==> src/hw/rtl/i2c_transfer_command_sequencer_core_macros.svh <==
// ----------------------------------------------------------------------------
// I2C command sequencer assertion macros
// Shared concurrent assertion forms, clocked on i_clk, held off in reset.
// ----------------------------------------------------------------------------
`ifndef I2C_TRANSFER_COMMAND_SEQUENCER_CORE_MACROS_SVH
`define I2C_TRANSFER_COMMAND_SEQUENCER_CORE_MACROS_SVH

// The property must hold at every clock edge outside reset.
`define ICS_ASSERT(lbl, prop, msg) \
    lbl: assert property (@(posedge i_clk) disable iff (!i_rst_n) (prop)) else $error(msg);

// The condition must never be true at a clock edge outside reset.
`define ICS_NEVER(lbl, cond, msg) \
    lbl: assert property (@(posedge i_clk) disable iff (!i_rst_n) !(cond)) else $error(msg);

`endif

==> src/hw/rtl/ics_pkg.sv <==
// ----------------------------------------------------------------------------
// I2C command sequencer package
// Types, codes and helpers shared by the sequencer modules.
// ----------------------------------------------------------------------------
package ics_pkg;

    localparam int MAX_MSGS_DEF     = 16;
    localparam int TX_BUF_BYTES_DEF = 256;
    localparam int CHUNK_MAX_DEF    = 256;
    localparam int Q_DEPTH          = 2;
    localparam int IN_TDATA_W       = 40;
    localparam int OUT_TDATA_W      = 32;

    // Request kinds.
    localparam logic [2:0] K_LOAD_DESC = 3'd0;
    localparam logic [2:0] K_LOAD_TX   = 3'd1;
    localparam logic [2:0] K_START     = 3'd2;
    localparam logic [2:0] K_EVENT     = 3'd3;
    localparam logic [2:0] K_RX        = 3'd4;

    // Controller command codes.
    localparam logic [2:0] CMD_TX    = 3'd0;
    localparam logic [2:0] CMD_RX    = 3'd1;
    localparam logic [2:0] CMD_STOP  = 3'd2;
    localparam logic [2:0] CMD_START = 3'd4;

    // Interrupt sets.
    localparam logic [1:0] WAIT_TX   = 2'd0;
    localparam logic [1:0] WAIT_STOP = 2'd1;
    localparam logic [1:0] WAIT_RX   = 2'd2;

    // Completion status.
    localparam logic [1:0] ST_OK      = 2'd0;
    localparam logic [1:0] ST_NO_ACK  = 2'd1;
    localparam logic [1:0] ST_SERIOUS = 2'd2;
    localparam logic [1:0] ST_FLAGS   = 2'd3;

    typedef struct packed {
        logic [15:0] length;
        logic        no_start;
        logic        want_stop;
        logic        is_read;
        logic [6:0]  addr;
    } t_desc;

    typedef struct packed {
        logic [2:0] kind;
        logic       ev_tx_ready;
        logic       ev_serious;
        logic       ev_no_ack;
        logic [7:0] data_byte;
        t_desc      desc;
    } t_item;

    typedef struct packed {
        logic [4:0] pad;
        logic [1:0] wait_events;
        logic       reinit_request;
        logic [1:0] status;
        logic       done_res;
        logic [7:0] rx_byte;
        logic       rx_valid;
        logic [7:0] cmd_data;
        logic [2:0] cmd_code;
        logic       cmd_valid;
    } t_result;

    typedef struct packed {
        logic valid;
        logic full;
    } t_q_stat;

    typedef struct packed {
        logic res_we;
        logic out_full;
    } t_bk_stat;

    function automatic t_result mk_cmd(logic [2:0] code, logic [7:0] data, logic [1:0] wt);
        t_result r;
        r             = '0;
        r.cmd_valid   = 1'b1;
        r.cmd_code    = code;
        r.cmd_data    = data;
        r.wait_events = wt;
        return r;
    endfunction

    function automatic t_result mk_done(logic [1:0] st, logic reinit);
        t_result r;
        r                = '0;
        r.done_res       = 1'b1;
        r.status         = st;
        r.reinit_request = reinit;
        return r;
    endfunction

endpackage

==> src/hw/rtl/ics_ram.sv <==
// ----------------------------------------------------------------------------
// Generic RAM
// One write port and one read port with registered read data.
// ----------------------------------------------------------------------------
module ics_ram #(
    parameter int WIDTH = 8,
    parameter int DEPTH = 16,
    parameter int AW    = (DEPTH > 1) ? $clog2(DEPTH) : 1
) (
    input  logic             i_clk,
    input  logic             i_we,
    input  logic [AW-1:0]    i_waddr,
    input  logic [WIDTH-1:0] i_wdata,
    input  logic [AW-1:0]    i_raddr,
    output logic [WIDTH-1:0] o_rdata
);
    logic [WIDTH-1:0] r_mem [DEPTH];
    logic [WIDTH-1:0] r_rdata;

    always_ff @(posedge i_clk) begin
        if (i_we) begin
            r_mem[i_waddr] <= i_wdata;
        end
        r_rdata <= r_mem[i_raddr];
    end

    assign o_rdata = r_rdata;
endmodule

==> src/hw/rtl/ics_front.sv <==
// ----------------------------------------------------------------------------
// Sequencer front end
// Accepts requests, drops unused kinds and queues the rest for the back end.
// ----------------------------------------------------------------------------
module ics_front (
    input  logic                            i_clk,
    input  logic                            i_rst_n,
    input  logic                            i_valid,
    output logic                            o_ready,
    input  logic [ics_pkg::IN_TDATA_W-1:0]  i_data,
    input  logic [2:0]                      i_kind,
    input  logic                            i_pop,
    output ics_pkg::t_item                  o_item,
    output ics_pkg::t_q_stat                o_stat
);
    import ics_pkg::*;

    localparam int QW = $clog2(Q_DEPTH);

    t_item           r_mem [Q_DEPTH];
    logic [QW-1:0]   r_wp, r_rp;
    logic [QW:0]     r_cnt;
    logic            w_push, w_known;
    t_item           w_item;

    // Kinds above the rx byte have no effect and are not queued.
    always_comb begin
        unique case (i_kind) inside
            K_LOAD_DESC, K_LOAD_TX, K_START, K_EVENT, K_RX: w_known = 1'b1;
            default: w_known = 1'b0;
        endcase
    end

    always_comb begin
        w_item             = '0;
        w_item.kind        = i_kind;
        w_item.desc        = i_data[25:0];
        w_item.data_byte   = i_data[33:26];
        w_item.ev_no_ack   = i_data[34];
        w_item.ev_serious  = i_data[35];
        w_item.ev_tx_ready = i_data[36];
    end

    assign o_stat.full  = (r_cnt == (QW+1)'(Q_DEPTH));
    assign o_stat.valid = (r_cnt != '0);
    assign o_ready      = !o_stat.full;
    assign w_push       = i_valid && o_ready && w_known;
    assign o_item       = r_mem[r_rp];

    always_ff @(posedge i_clk) begin
        if (w_push) begin
            r_mem[r_wp] <= w_item;
        end
        if (!i_rst_n) begin
            r_wp  <= '0;
            r_rp  <= '0;
            r_cnt <= '0;
        end else begin
            if (w_push) begin
                r_wp <= (r_wp == QW'(Q_DEPTH-1)) ? '0 : r_wp + 1'b1;
            end
            if (i_pop) begin
                r_rp <= (r_rp == QW'(Q_DEPTH-1)) ? '0 : r_rp + 1'b1;
            end
            r_cnt <= r_cnt + (QW+1)'(w_push) - (QW+1)'(i_pop);
        end
    end
endmodule

==> src/hw/rtl/ics_back.sv <==
// ----------------------------------------------------------------------------
// Sequencer back end
// Holds descriptors and transmit bytes and turns events into commands.
// ----------------------------------------------------------------------------
module ics_back #(
    parameter int MAX_MSGS     = ics_pkg::MAX_MSGS_DEF,
    parameter int TX_BUF_BYTES = ics_pkg::TX_BUF_BYTES_DEF,
    parameter int CHUNK_MAX    = ics_pkg::CHUNK_MAX_DEF
) (
    input  logic                i_clk,
    input  logic                i_rst_n,
    input  ics_pkg::t_item      i_item,
    input  ics_pkg::t_q_stat    i_q,
    output logic                o_pop,
    output logic                o_valid,
    input  logic                i_ready,
    output ics_pkg::t_result    o_result,
    output ics_pkg::t_bk_stat   o_stat
);
    import ics_pkg::*;

    localparam int CW = $clog2(MAX_MSGS + 1);
    localparam int AW = (MAX_MSGS > 1) ? $clog2(MAX_MSGS) : 1;
    localparam int PW = $clog2(TX_BUF_BYTES);

    localparam logic [2:0] S_IDLE  = 3'd0;
    localparam logic [2:0] S_EXEC  = 3'd1;
    localparam logic [2:0] S_CHK   = 3'd2;
    localparam logic [2:0] S_NMSG  = 3'd3;
    localparam logic [2:0] S_NDESC = 3'd4;
    localparam logic [2:0] S_TXUSE = 3'd5;

    logic [2:0]   r_state, n_state;
    t_item        r_item, n_item;
    logic [CW-1:0] r_cnt, n_cnt, r_idx, n_idx;
    logic [PW-1:0] r_ldp, n_ldp, r_rdp, n_rdp;
    logic [15:0]  r_chunk, n_chunk, r_bytes, n_bytes;
    logic         r_stop, n_stop, r_reading, n_reading, r_active, n_active;
    logic         r_out_valid, n_out_valid;
    t_result      r_out, n_out;

    logic          desc_we, tx_we;
    logic [AW-1:0] desc_raddr;
    logic [PW-1:0] tx_raddr;
    t_desc         desc_q;
    logic [7:0]    tx_q;
    logic [15:0]   w_rx_n, w_d_rx_n;

    ics_ram #(.WIDTH($bits(t_desc)), .DEPTH(MAX_MSGS), .AW(AW)) u_desc_ram (
        .i_clk(i_clk), .i_we(desc_we), .i_waddr(r_cnt[AW-1:0]),
        .i_wdata(r_item.desc), .i_raddr(desc_raddr), .o_rdata(desc_q)
    );

    ics_ram #(.WIDTH(8), .DEPTH(TX_BUF_BYTES), .AW(PW)) u_tx_ram (
        .i_clk(i_clk), .i_we(tx_we), .i_waddr(r_ldp),
        .i_wdata(r_item.data_byte), .i_raddr(tx_raddr), .o_rdata(tx_q)
    );

    function automatic logic [PW-1:0] ring_next(logic [PW-1:0] p);
        return (p == PW'(TX_BUF_BYTES-1)) ? '0 : p + 1'b1;
    endfunction

    // Receive chunk sizes for the running message and for a freshly read one.
    assign w_rx_n   = (r_chunk < 16'(CHUNK_MAX)) ? r_chunk : 16'(CHUNK_MAX);
    assign w_d_rx_n = (desc_q.length < 16'(CHUNK_MAX)) ? desc_q.length : 16'(CHUNK_MAX);

    always_comb begin
        logic fin;
        logic [1:0] fin_st;
        logic fin_re;
        fin        = 1'b0;
        fin_st     = ST_OK;
        fin_re     = 1'b0;
        n_state    = r_state;
        n_item     = r_item;
        n_cnt      = r_cnt;
        n_idx      = r_idx;
        n_ldp      = r_ldp;
        n_rdp      = r_rdp;
        n_chunk    = r_chunk;
        n_bytes    = r_bytes;
        n_stop     = r_stop;
        n_reading  = r_reading;
        n_active   = r_active;
        n_out      = r_out;
        n_out_valid = r_out_valid && !i_ready;
        o_pop      = 1'b0;
        desc_we    = 1'b0;
        tx_we      = 1'b0;
        desc_raddr = r_idx[AW-1:0];
        tx_raddr   = r_rdp;

        unique case (r_state)
            S_IDLE: begin
                if (i_q.valid && !r_out_valid) begin
                    o_pop   = 1'b1;
                    n_item  = i_item;
                    n_state = S_EXEC;
                end
            end
            S_EXEC: begin
                n_state = S_IDLE;
                case (r_item.kind)
                    K_LOAD_DESC: begin
                        if (!r_active && r_cnt < CW'(MAX_MSGS)) begin
                            desc_we = 1'b1;
                            n_cnt   = r_cnt + 1'b1;
                        end
                    end
                    K_LOAD_TX: begin
                        if (!r_active) begin
                            tx_we = 1'b1;
                            n_ldp = ring_next(r_ldp);
                        end
                    end
                    K_START: begin
                        if (!r_active) begin
                            n_idx = '0;
                            n_rdp = '0;
                            if (r_cnt == '0) begin
                                fin = 1'b1;
                            end else begin
                                desc_raddr = '0;
                                n_state    = S_CHK;
                            end
                        end
                    end
                    K_EVENT: begin
                        if (r_active) begin
                            if (r_item.ev_no_ack) begin
                                fin    = 1'b1;
                                fin_st = ST_NO_ACK;
                            end else if (r_item.ev_serious) begin
                                fin    = 1'b1;
                                fin_st = ST_SERIOUS;
                                fin_re = 1'b1;
                            end else if (r_item.ev_tx_ready &&
                                         (!r_reading || r_chunk != '0 || r_bytes == '0)) begin
                                if (r_chunk != '0) begin
                                    if (r_reading) begin
                                        n_chunk     = r_chunk - w_rx_n;
                                        n_out       = mk_cmd(CMD_RX, 8'(w_rx_n - 16'd1), WAIT_RX);
                                        n_out_valid = 1'b1;
                                    end else begin
                                        n_rdp   = ring_next(r_rdp);
                                        n_bytes = (r_bytes != '0) ? r_bytes - 16'd1 : r_bytes;
                                        n_chunk = r_chunk - 16'd1;
                                        n_state = S_TXUSE;
                                    end
                                end else if (r_stop) begin
                                    n_stop      = 1'b0;
                                    n_out       = mk_cmd(CMD_STOP, 8'd0, WAIT_STOP);
                                    n_out_valid = 1'b1;
                                end else begin
                                    n_state = S_NMSG;
                                end
                            end
                        end
                    end
                    K_RX: begin
                        if (r_active && r_reading && r_bytes != '0) begin
                            n_bytes           = r_bytes - 16'd1;
                            n_out             = '0;
                            n_out.rx_valid    = 1'b1;
                            n_out.rx_byte     = r_item.data_byte;
                            n_out_valid       = 1'b1;
                        end
                    end
                    default: ;
                endcase
            end
            S_CHK: begin
                if (desc_q.no_start) begin
                    fin    = 1'b1;
                    fin_st = ST_FLAGS;
                end else begin
                    n_active = 1'b1;
                    n_state  = S_NMSG;
                end
            end
            S_NMSG: begin
                if (r_idx >= r_cnt) begin
                    fin = 1'b1;
                end else begin
                    n_state = S_NDESC;
                end
            end
            S_NDESC: begin
                n_state   = S_IDLE;
                n_reading = desc_q.is_read;
                n_chunk   = desc_q.length;
                n_bytes   = desc_q.length;
                n_stop    = desc_q.want_stop ||
                            (({1'b0, r_idx} + 1'b1) >= {1'b0, r_cnt});
                n_idx     = r_idx + 1'b1;
                if (!desc_q.no_start) begin
                    n_out       = mk_cmd(CMD_START, {desc_q.addr, desc_q.is_read}, WAIT_TX);
                    n_out_valid = 1'b1;
                end else if (desc_q.length != '0) begin
                    if (desc_q.is_read) begin
                        n_chunk     = desc_q.length - w_d_rx_n;
                        n_out       = mk_cmd(CMD_RX, 8'(w_d_rx_n - 16'd1), WAIT_RX);
                        n_out_valid = 1'b1;
                    end else begin
                        n_rdp   = ring_next(r_rdp);
                        n_bytes = desc_q.length - 16'd1;
                        n_chunk = desc_q.length - 16'd1;
                        n_state = S_TXUSE;
                    end
                end else if (n_stop) begin
                    n_stop      = 1'b0;
                    n_out       = mk_cmd(CMD_STOP, 8'd0, WAIT_STOP);
                    n_out_valid = 1'b1;
                end else begin
                    // Empty continuation without stop: walk on to the next one.
                    n_state = S_NMSG;
                end
            end
            S_TXUSE: begin
                n_out       = mk_cmd(CMD_TX, tx_q, WAIT_TX);
                n_out_valid = 1'b1;
                n_state     = S_IDLE;
            end
            default: n_state = S_IDLE;
        endcase

        if (fin) begin
            n_active    = 1'b0;
            n_cnt       = '0;
            n_idx       = '0;
            n_ldp       = '0;
            n_chunk     = '0;
            n_bytes     = '0;
            n_stop      = 1'b0;
            n_reading   = 1'b0;
            n_out       = mk_done(fin_st, fin_re);
            n_out_valid = 1'b1;
            n_state     = S_IDLE;
        end
    end

    always_ff @(posedge i_clk) begin
        r_item <= n_item;
        r_out  <= n_out;
        if (!i_rst_n) begin
            r_state     <= S_IDLE;
            r_cnt       <= '0;
            r_idx       <= '0;
            r_ldp       <= '0;
            r_rdp       <= '0;
            r_chunk     <= '0;
            r_bytes     <= '0;
            r_stop      <= 1'b0;
            r_reading   <= 1'b0;
            r_active    <= 1'b0;
            r_out_valid <= 1'b0;
        end else begin
            r_state     <= n_state;
            r_cnt       <= n_cnt;
            r_idx       <= n_idx;
            r_ldp       <= n_ldp;
            r_rdp       <= n_rdp;
            r_chunk     <= n_chunk;
            r_bytes     <= n_bytes;
            r_stop      <= n_stop;
            r_reading   <= n_reading;
            r_active    <= n_active;
            r_out_valid <= n_out_valid;
        end
    end

    assign o_valid         = r_out_valid;
    assign o_result        = r_out;
    assign o_stat.res_we   = n_out_valid && !(r_out_valid && !i_ready);
    assign o_stat.out_full = r_out_valid && !i_ready;
endmodule

==> src/hw/rtl/i2c_transfer_command_sequencer_core.sv <==
// ----------------------------------------------------------------------------
// I2C transfer command sequencer
// Turns loaded message descriptors into controller commands, at most one per request.
// ----------------------------------------------------------------------------
//  Channel   Direction  Contents
//  s_axis    in         tuser: kind; tdata: descriptor, byte and event flags
//  m_axis    out        tdata: command, rx byte and completion fields
//
//  In the back end a request passes the idle and execute states, plus the
//  transmit-use state when a transmit byte is read. Opening a message walks
//  the next-message and descriptor states per descriptor, after a check of
//  the first message on a start, since descriptor and tx reads are registered.
//  Reset is synchronous, active low, and clears all control state at once.
//  A two-entry queue lets the input side go on while a result waits.
// ----------------------------------------------------------------------------
module i2c_transfer_command_sequencer_core #(
    parameter int MAX_MSGS     = ics_pkg::MAX_MSGS_DEF,
    parameter int TX_BUF_BYTES = ics_pkg::TX_BUF_BYTES_DEF,
    parameter int CHUNK_MAX    = ics_pkg::CHUNK_MAX_DEF
) (
    input  logic                             i_clk,
    input  logic                             i_rst_n,
    input  logic                             i_s_axis_tvalid,
    output logic                             o_s_axis_tready,
    // addr, is_read, want_stop, no_start, length, data_byte,
    // ev_no_ack, ev_serious, ev_tx_ready, zero fill
    input  logic [ics_pkg::IN_TDATA_W-1:0]   i_s_axis_tdata,
    // kind
    input  logic [2:0]                       i_s_axis_tuser,
    output logic                             o_m_axis_tvalid,
    input  logic                             i_m_axis_tready,
    // cmd_valid, cmd_code, cmd_data, rx_valid, rx_byte, done_res,
    // status, reinit_request, wait_events, zero fill
    output logic [ics_pkg::OUT_TDATA_W-1:0]  o_m_axis_tdata
);
    import ics_pkg::*;

`include "i2c_transfer_command_sequencer_core_macros.svh"

    t_item    w_item;
    t_q_stat  w_q;
    t_bk_stat w_bk;
    t_result  w_res;
    logic     w_pop;

    ics_front u_front (
        .i_clk(i_clk), .i_rst_n(i_rst_n),
        .i_valid(i_s_axis_tvalid), .o_ready(o_s_axis_tready),
        .i_data(i_s_axis_tdata), .i_kind(i_s_axis_tuser),
        .i_pop(w_pop), .o_item(w_item), .o_stat(w_q)
    );

    ics_back #(
        .MAX_MSGS(MAX_MSGS), .TX_BUF_BYTES(TX_BUF_BYTES), .CHUNK_MAX(CHUNK_MAX)
    ) u_back (
        .i_clk(i_clk), .i_rst_n(i_rst_n),
        .i_item(w_item), .i_q(w_q), .o_pop(w_pop),
        .o_valid(o_m_axis_tvalid), .i_ready(i_m_axis_tready),
        .o_result(w_res), .o_stat(w_bk)
    );

    assign o_m_axis_tdata = w_res;

    `ICS_ASSERT(a_pop_needs_item, w_pop |-> w_q.valid, "pop from an empty queue")
    `ICS_NEVER(a_no_overwrite, w_bk.res_we && w_bk.out_full, "result overwrote a held result")
    `ICS_ASSERT(a_one_kind, o_m_axis_tvalid |-> $onehot({w_res.cmd_valid, w_res.rx_valid,
        w_res.done_res}), "result carries not exactly one kind")
endmodule

==> config.mk <==
export PLATFORM = sky130hd
export DESIGN_NAME = i2c_transfer_command_sequencer_core
export DESIGN_NICKNAME = d
export VERILOG_FILES = /design/src/hw/rtl/ics_pkg.sv /design/src/hw/rtl/ics_ram.sv /design/src/hw/rtl/ics_front.sv /design/src/hw/rtl/ics_back.sv /design/src/hw/rtl/i2c_transfer_command_sequencer_core.sv
export VERILOG_INCLUDE_DIRS = /design/src /design/src/hw/rtl
export SDC_FILE = /design/constraint.sdc
export NUM_CORES = 2
export LEC_CHECK = 0
export BUFFER_PORTS_ARGS = -buffer_cell sky130_fd_sc_hd__buf_2
export CORE_MARGIN = 8
export CORE_UTILIZATION = 44
export CTS_CLUSTER_SIZE = 16
export DETAILED_ROUTE_END_ITERATION = 8
export PLACE_DENSITY = 0.68
export SLEW_MARGIN = 5
export SYNTH_ARGS = -nofsm -noshare
export SYNTH_HDL_FRONTEND = slang
export SYNTH_SLANG_ARGS = --single-unit
==> constraint.sdc <==
create_clock -name i_clk -period 6.3 [get_ports i_clk]
set_clock_uncertainty 0.2 [all_clocks]
set_input_delay 1.26 -clock i_clk [delete_from_list [all_inputs] [get_ports i_clk]]
set_output_delay 1.26 -clock i_clk [all_outputs]
set_load 0.005 [all_outputs]
After elaboration in Yosys (flattened, before gate mapping)
Memory sizes are Yosys's and may differ from the RTL's. A register that Yosys moved wholly into a read port is not among the register bits.
Cells that the tools add are included.
Word-level totals
  memory bits (writable): 2544
  output and inout bits: 34
  bits in registers: 101
  memories: 3
Cells by class
  reductions and logical operators: 42
  bitwise logic cells: 3
  add/subtract/negate cells: 16
  $lt $le $gt $ge: 5
  eq/ne operators: 56
  mux-type cells: 140
Memory list
  u_back.u_tx_ram.r_mem: words 256, bits a word 8, read ports 1, clocked after Yosys merged registers in 1, wr ports 1, RTL line ics_ram.sv:17  | logic [WIDTH-1:0] r_mem [DEPTH];
  u_back.u_desc_ram.r_mem: words 16, bits a word 26, read ports 1, clocked after Yosys merged registers in 1, wr ports 1, RTL line ics_ram.sv:17
  u_front.r_mem: words 2, bits a word 40, read ports 1, clocked after Yosys merged registers in 1, wr ports 1, RTL line ics_front.sv:20  | t_item r_mem [Q_DEPTH];
Operator list (number)
  2-to-1 mux 32 bit: 12
  2-to-1 mux 16 bit: 23
  2-to-1 mux 8 bit: 12
  one-hot mux 16 bit (2 select lines): 3
  one-hot mux 32 bit (3 select lines): 1
  one-hot mux 32 bit (2 select lines): 1
  2-to-1 mux 1 bit: 49
  nonzero test 16 bit: 3
  subtractor 16 x 1 -> 16 bit, second input constant: 3
  2-to-1 mux 3 bit: 13
  < comparator 16 x 9 -> 1 bit, second input constant: 2
  one-hot mux 8 bit (2 select lines): 2
  subtractor 16 bit: 2
  2-to-1 mux 25 bit: 1
  inequality test 4 x 2 -> 1 bit, second input constant: 6
  AND reduction 11 bit: 2
  inequality test 2 bit, second input constant: 10
  == test 3 x 2 -> 1 bit, second input constant: 6
  inequality test 3 x 2 -> 1 bit, second input constant: 6
  adder 8 x 1 -> 8 bit, second input constant: 2
  == test 8 bit, second input constant: 2
  zero test 16 bit: 1
  2-to-1 mux 2 bit: 8
  2-to-1 mux 4 bit: 4
  42 further kinds: 88

Longest topological paths before layout
  word-level depth: 12
  gate-level depth with buffers: 15
  mapped depth without buffers: 14

Modules after synthesis
From an unflattened synthesis, not the netlist that was laid out.
Second synthesis, totals
  cell total of the unflattened synthesis: 5563
  area total of the unflattened synthesis: 107330.4 um^2
By module, submodules not included
  ics_ram (u_back.u_tx_ram): times used 1, area each 79556.3 um^2, cells each 3733
  ics_ram (u_back.u_desc_ram): times used 1, area each 16377.0 um^2, cells each 686
  ics_back: times used 1, area each 8262.9 um^2, cells each 992
  ics_front: times used 1, area each 3134.3 um^2, cells each 152

Least setup slack after synthesis
OpenSTA, ideal clock, no wires.
  path kind: reg2reg
  start point: register u_back.r_state[2]
  end point: register u_front.r_cnt[1]
  data arrival time: 5.909 ns
  setup slack: 0.063 ns
  stages on the path, launching flop included: 9
  path through: dfxtp_1 clkbuf_1 nor4_1 ha_1 inv_1 ha_1 xor2_1 xnor2_1 nor2_1
On the way
  word-level cells in the longest chain between the ends: 3
RTL lines
  start, declared: RTL line ics_back.sv:33  | logic [2:0] r_state, n_state;
  start signal, assigned: RTL line ics_back.sv:258  | r_state <= n_state;
  zero test 3 bit: RTL line ics_back.sv:93  | unique case (r_state)
  2-to-1 mux 1 bit: RTL line ics_back.sv:93
  via u_back.o_pop: RTL line ics_back.sv:14  | output logic o_pop,
  subtractor 2 x 1 -> 2 bit: RTL line ics_front.sv:65  | r_cnt <= r_cnt + (QW+1)'(w_push) - (QW+1)'(i_pop);
  end signal, assigned: RTL line ics_front.sv:65
  end, declared: RTL line ics_front.sv:22  | logic [QW:0] r_cnt;
The timed path passes the listed nets, and every way through them passes these cells.
A chain may end at the register's enable or synchronous reset.

Final worst setup path
  start point: register u_back.r_item[37] (netlist bit)
  end point: register u_back.u_desc_ram.r_rdata[20], in the netlist u_back.u_desc_ram.o_rdata[20] (read register of u_back.u_desc_ram.r_mem)
On the way
  word-level cells in the longest chain between the ends: 3
RTL lines
  start, declared: RTL line ics_back.sv:34  | t_item r_item, n_item;
  start signal, assigned: RTL line ics_back.sv:243  | r_item <= n_item;
  == test 3 x 2 -> 1 bit: RTL line ics_back.sv:103  | case (r_item.kind)
  2-to-1 mux 4 bit: RTL line ics_back.sv:103
  2-to-1 mux 4 bit: RTL line ics_back.sv:93
  end, declared: RTL line ics_ram.sv:18  | logic [WIDTH-1:0] r_rdata;
No other way between the ends.

==> results.yml <==
logic_synthesis:
  synth-adder-area-share_pct: 0.507
  avgSynthCellArea_um2: 17.8
  synth-compound-area-share_pct: 4.83
  synthArstFlopShare_pct: 0
  synth_cells: 6033
  synth_simple_gate_area_share_pct: 5.29
  synth_top_family_by_area: "multiplexers"
  synth_area_um2: 108000
  yosysSeqAreaShare_pct: 74.5
  synth_xor_area_share_pct: 0.407
  synth_mux_area_share_pct: 12.8
  ys_ff_latch: 2712
  ys_warn_count: 0
  synth_edf_count: 2587
  ys.flop_type: "edfxtp_1"
  ys_types: 80
power_and_ir_drop:
  p_leak_nw: 36.4
  total_power_mw: 41.7
  seq_power_share_pct: 53.6
  ir_drop_uv: 396
  p_sw_share_pct: 23.8
  clockPowerShare_pct: 37.3
  combPwrFrac_pct: 9.1
  p_int_mw: 31.8
  power_density_nw_per_um2: 346
  power.switching_mw: 9.92
sta:
  slew_headroom_pct: 3.71
  setup_slack_ps: 1490
  maxSlewViolCount: 0
  tightest_slew_ps: 1440
  hold_viol_final: 0
  fmax_mhz: 208
  final-setup-viol-count: 0
  fin_setup_tns_ps: 0
  fin_crit_ps: 4810
  rsz0062_at_grt: "false"
  fin_crit_sh_pct: 76.3
clock_tree:
  cts_resized: 0
  cts_setup_buffers: 0
  ctsRootBufferMaster: "clkbuf_16"
  ctsLongestPathBuffers: 4
  cts_hold_buf: 0
  clk_pin_slew_ps: 60
  h-tree-depth: 5
  cts_tree: "built"
  insertion_delay_ps: 940
  clock-sinks: 2712
  cts_made_buffers: 283
run_status:
  status: "finished clean"
finish:
  mostFrequentLayoutCell: "edfxtp_1"
  fin_nets: 6269
  final_cell_mix: "2587 x edfxtp_1, 437 x mux4_2, 378 x nor2_1"
  fillCellCount: 19500
  drive_gt1_share_pct: 17.9
  stdcell_count: 9585
  syn_to_final_growth_pct: 12.0
global_route:
  grt_max_degree: 257
  grt_pass1_wl_mm: 401
  gr-usage-all-layers_pct: 20.8
  grt_pass1_vias: 57700
  antenna_found_initial: 13
  grt_overflow: 0
placement:
  hpwl_mm: 167
  dp_cells: 9096
  routabilityCongestion: 0.889
  port_buffers: 72
  post-place-ws_ps: 1570
detailed_routing:
  antenna_left: 0
  drt_drc_violations_left: 0
  vias: 59000
  routed_via_density: 6.16
  drt_iter0_markers: 8320
  drt_wl_total_mm: 279
  drt-pass1-iter-count: 6
  routedWlPerCell_um: 29.1
floorplanning:
  pin_count: 81
  die_height_um: 510
  die_w_um: 510
  core_area_um2: 243000
  rows: 181
  start_util_pct: 44.2
  dieArea_um2: 261000
setup_path:
  cp_num_buf_inv: 1
  crit_fanout: 36
  critPathKind: "reg2reg"
  cp-end-kind: "flop"
  critPathSlowestCell: "nor4b_1"
  cpMostUsedCell: "nand3_1"
  crit_chain: "nor4b_1 -> nand3_1 -> and2_1 -> buf_4 -> nor2_4 -> nand3_1 -> o211ai_1 -> o21ai_0"
  cp.arrival_ps: 5290
  crit_path_start_kind: "flop"
  critPathTopFamily: "simple AND/OR/NAND/NOR gates"
  cp.required_ps: 6780
  slowest_delay_ps: 1030
run:
  drv_cap: 0
worst_hold_path:
  hold_class: "reg2reg"
## state kept, by name (all words and copies together) (netlist names), 2 cells and up
register	count
u_back.r_chunk	16
u_back.r_item	40
u_back.r_bytes	16
u_back.u_desc_ram.r_mem	416
u_back.u_desc_ram.o_rdata	26
u_back.r_ldp	8
u_front.r_mem	80
u_front.r_cnt	2
u_back.u_tx_ram.r_mem	2048
u_back.r_rdp	8
u_back.u_tx_ram.o_rdata	8
u_back.r_state	3
u_back.r_idx	5
u_back.o_result	25
u_back.r_cnt	5
## routing by layer
layer / track usage (%) / wire length, µm
met5: 0 / 34
met4: 8.09 / 11200
met3: 4.69 / 29100
met2: 32.4 / 129000
met1: 28.9 / 110000
## final cells by class
cell class                 instances  area (µm²)  share of cell area, %
timing repair buffer             226        1770                   1.47
clock inverter                   108         826                  0.685
inverter                          31         119                 0.0987
multi-input combinational       2925       25900                   21.5
sequential                      2712       80200                   66.6
clock buffer                     372        7620                   6.33
tap                             3202        4010                   3.33
antenna                            9        22.5                 0.0187
## synth_stat cells, drive strengths merged (23+ instances only)
library cell / instances / area, µm²
mux2i: 331 / 3310
nor3: 76 / 385
and3: 25 / 156
nand2b: 27 / 169
buf: 139 / 748
o221ai: 34 / 298
nor2b: 30 / 188
nand4: 49 / 307
o21ai: 147 / 747
nand2: 353 / 1330
xnor2: 26 / 228
a211oi: 31 / 233
inv: 29 / 109
mux4: 437 / 9840
a21oi: 137 / 686
mux2: 54 / 608
xor2: 24 / 210
o22ai: 38 / 238
edfxtp: 2587 / 77700
nor4: 23 / 165
a221oi: 86 / 753
nand3: 183 / 916
a31oi: 26 / 163
a22oi: 68 / 510
dfxtp: 125 / 2500
ha: 42 / 526
nor2: 399 / 1510
o211ai: 51 / 383
clkbuf: 236 / 886
## worst min-delay path, stage by stage (launching register included)
cell	delay (ps)
dfxtp_1	300
nand2_1	50
nand2_1	40
## worst paths after layout
path	cells past startpoint	endpoint	startpoint	slack, ps
worst min-delay path	2	u_back.o_result[21]	u_back.o_result[21]	240
worst max-delay path	8	u_back.u_desc_ram.o_rdata[20]	u_back.r_item[37]	1490
worst min register to register	2	u_back.o_result[21]	u_back.o_result[21]	240
worst max register to register	8	u_back.u_desc_ram.o_rdata[20]	u_back.r_item[37]	1490
## logic make-up (layout without fill, tap and decap cells)
logic type,Yosys count,count (layout)
buffers and inverters,406,737
XOR/XNOR,50,50
other,2,21
AND/OR/NAND/NOR,1244,1244
adder cells (fa/ha/maj),43,43
flip-flops,2712,2712
AO/OA/AOI/OAI,754,754
multiplexers,822,822
## through the flow
step / util, % / area, µm² / hold slack [ps]
2_1_floorplan: - / 108000 / 239
3_3_place_gp: 46.1 / 112000 / 228
3_5_place_dp: 46.1 / 112000 / 232
4_1_cts: 49.5 / 120000 / 242
5_1_grt: 49.5 / 120000 / 271
6_report: 49.5 / 120000 / 241
## power by group through the flow
stage | combinational, mW | sequential, mW | clock (mW)
4_1_cts | 3.81 | 22.3 | 15.7
5_1_grt | 4.08 | 22.4 | 16.4
2_1_floorplan | 1.53 | 23.6 | 0
3_3_place_gp | 3.62 | 22.7 | 0
6_report | 3.80 | 22.4 | 15.6
3_5_place_dp | 3.80 | 22.7 | 0
Note: power is estimated with default switching activity, not from simulation.
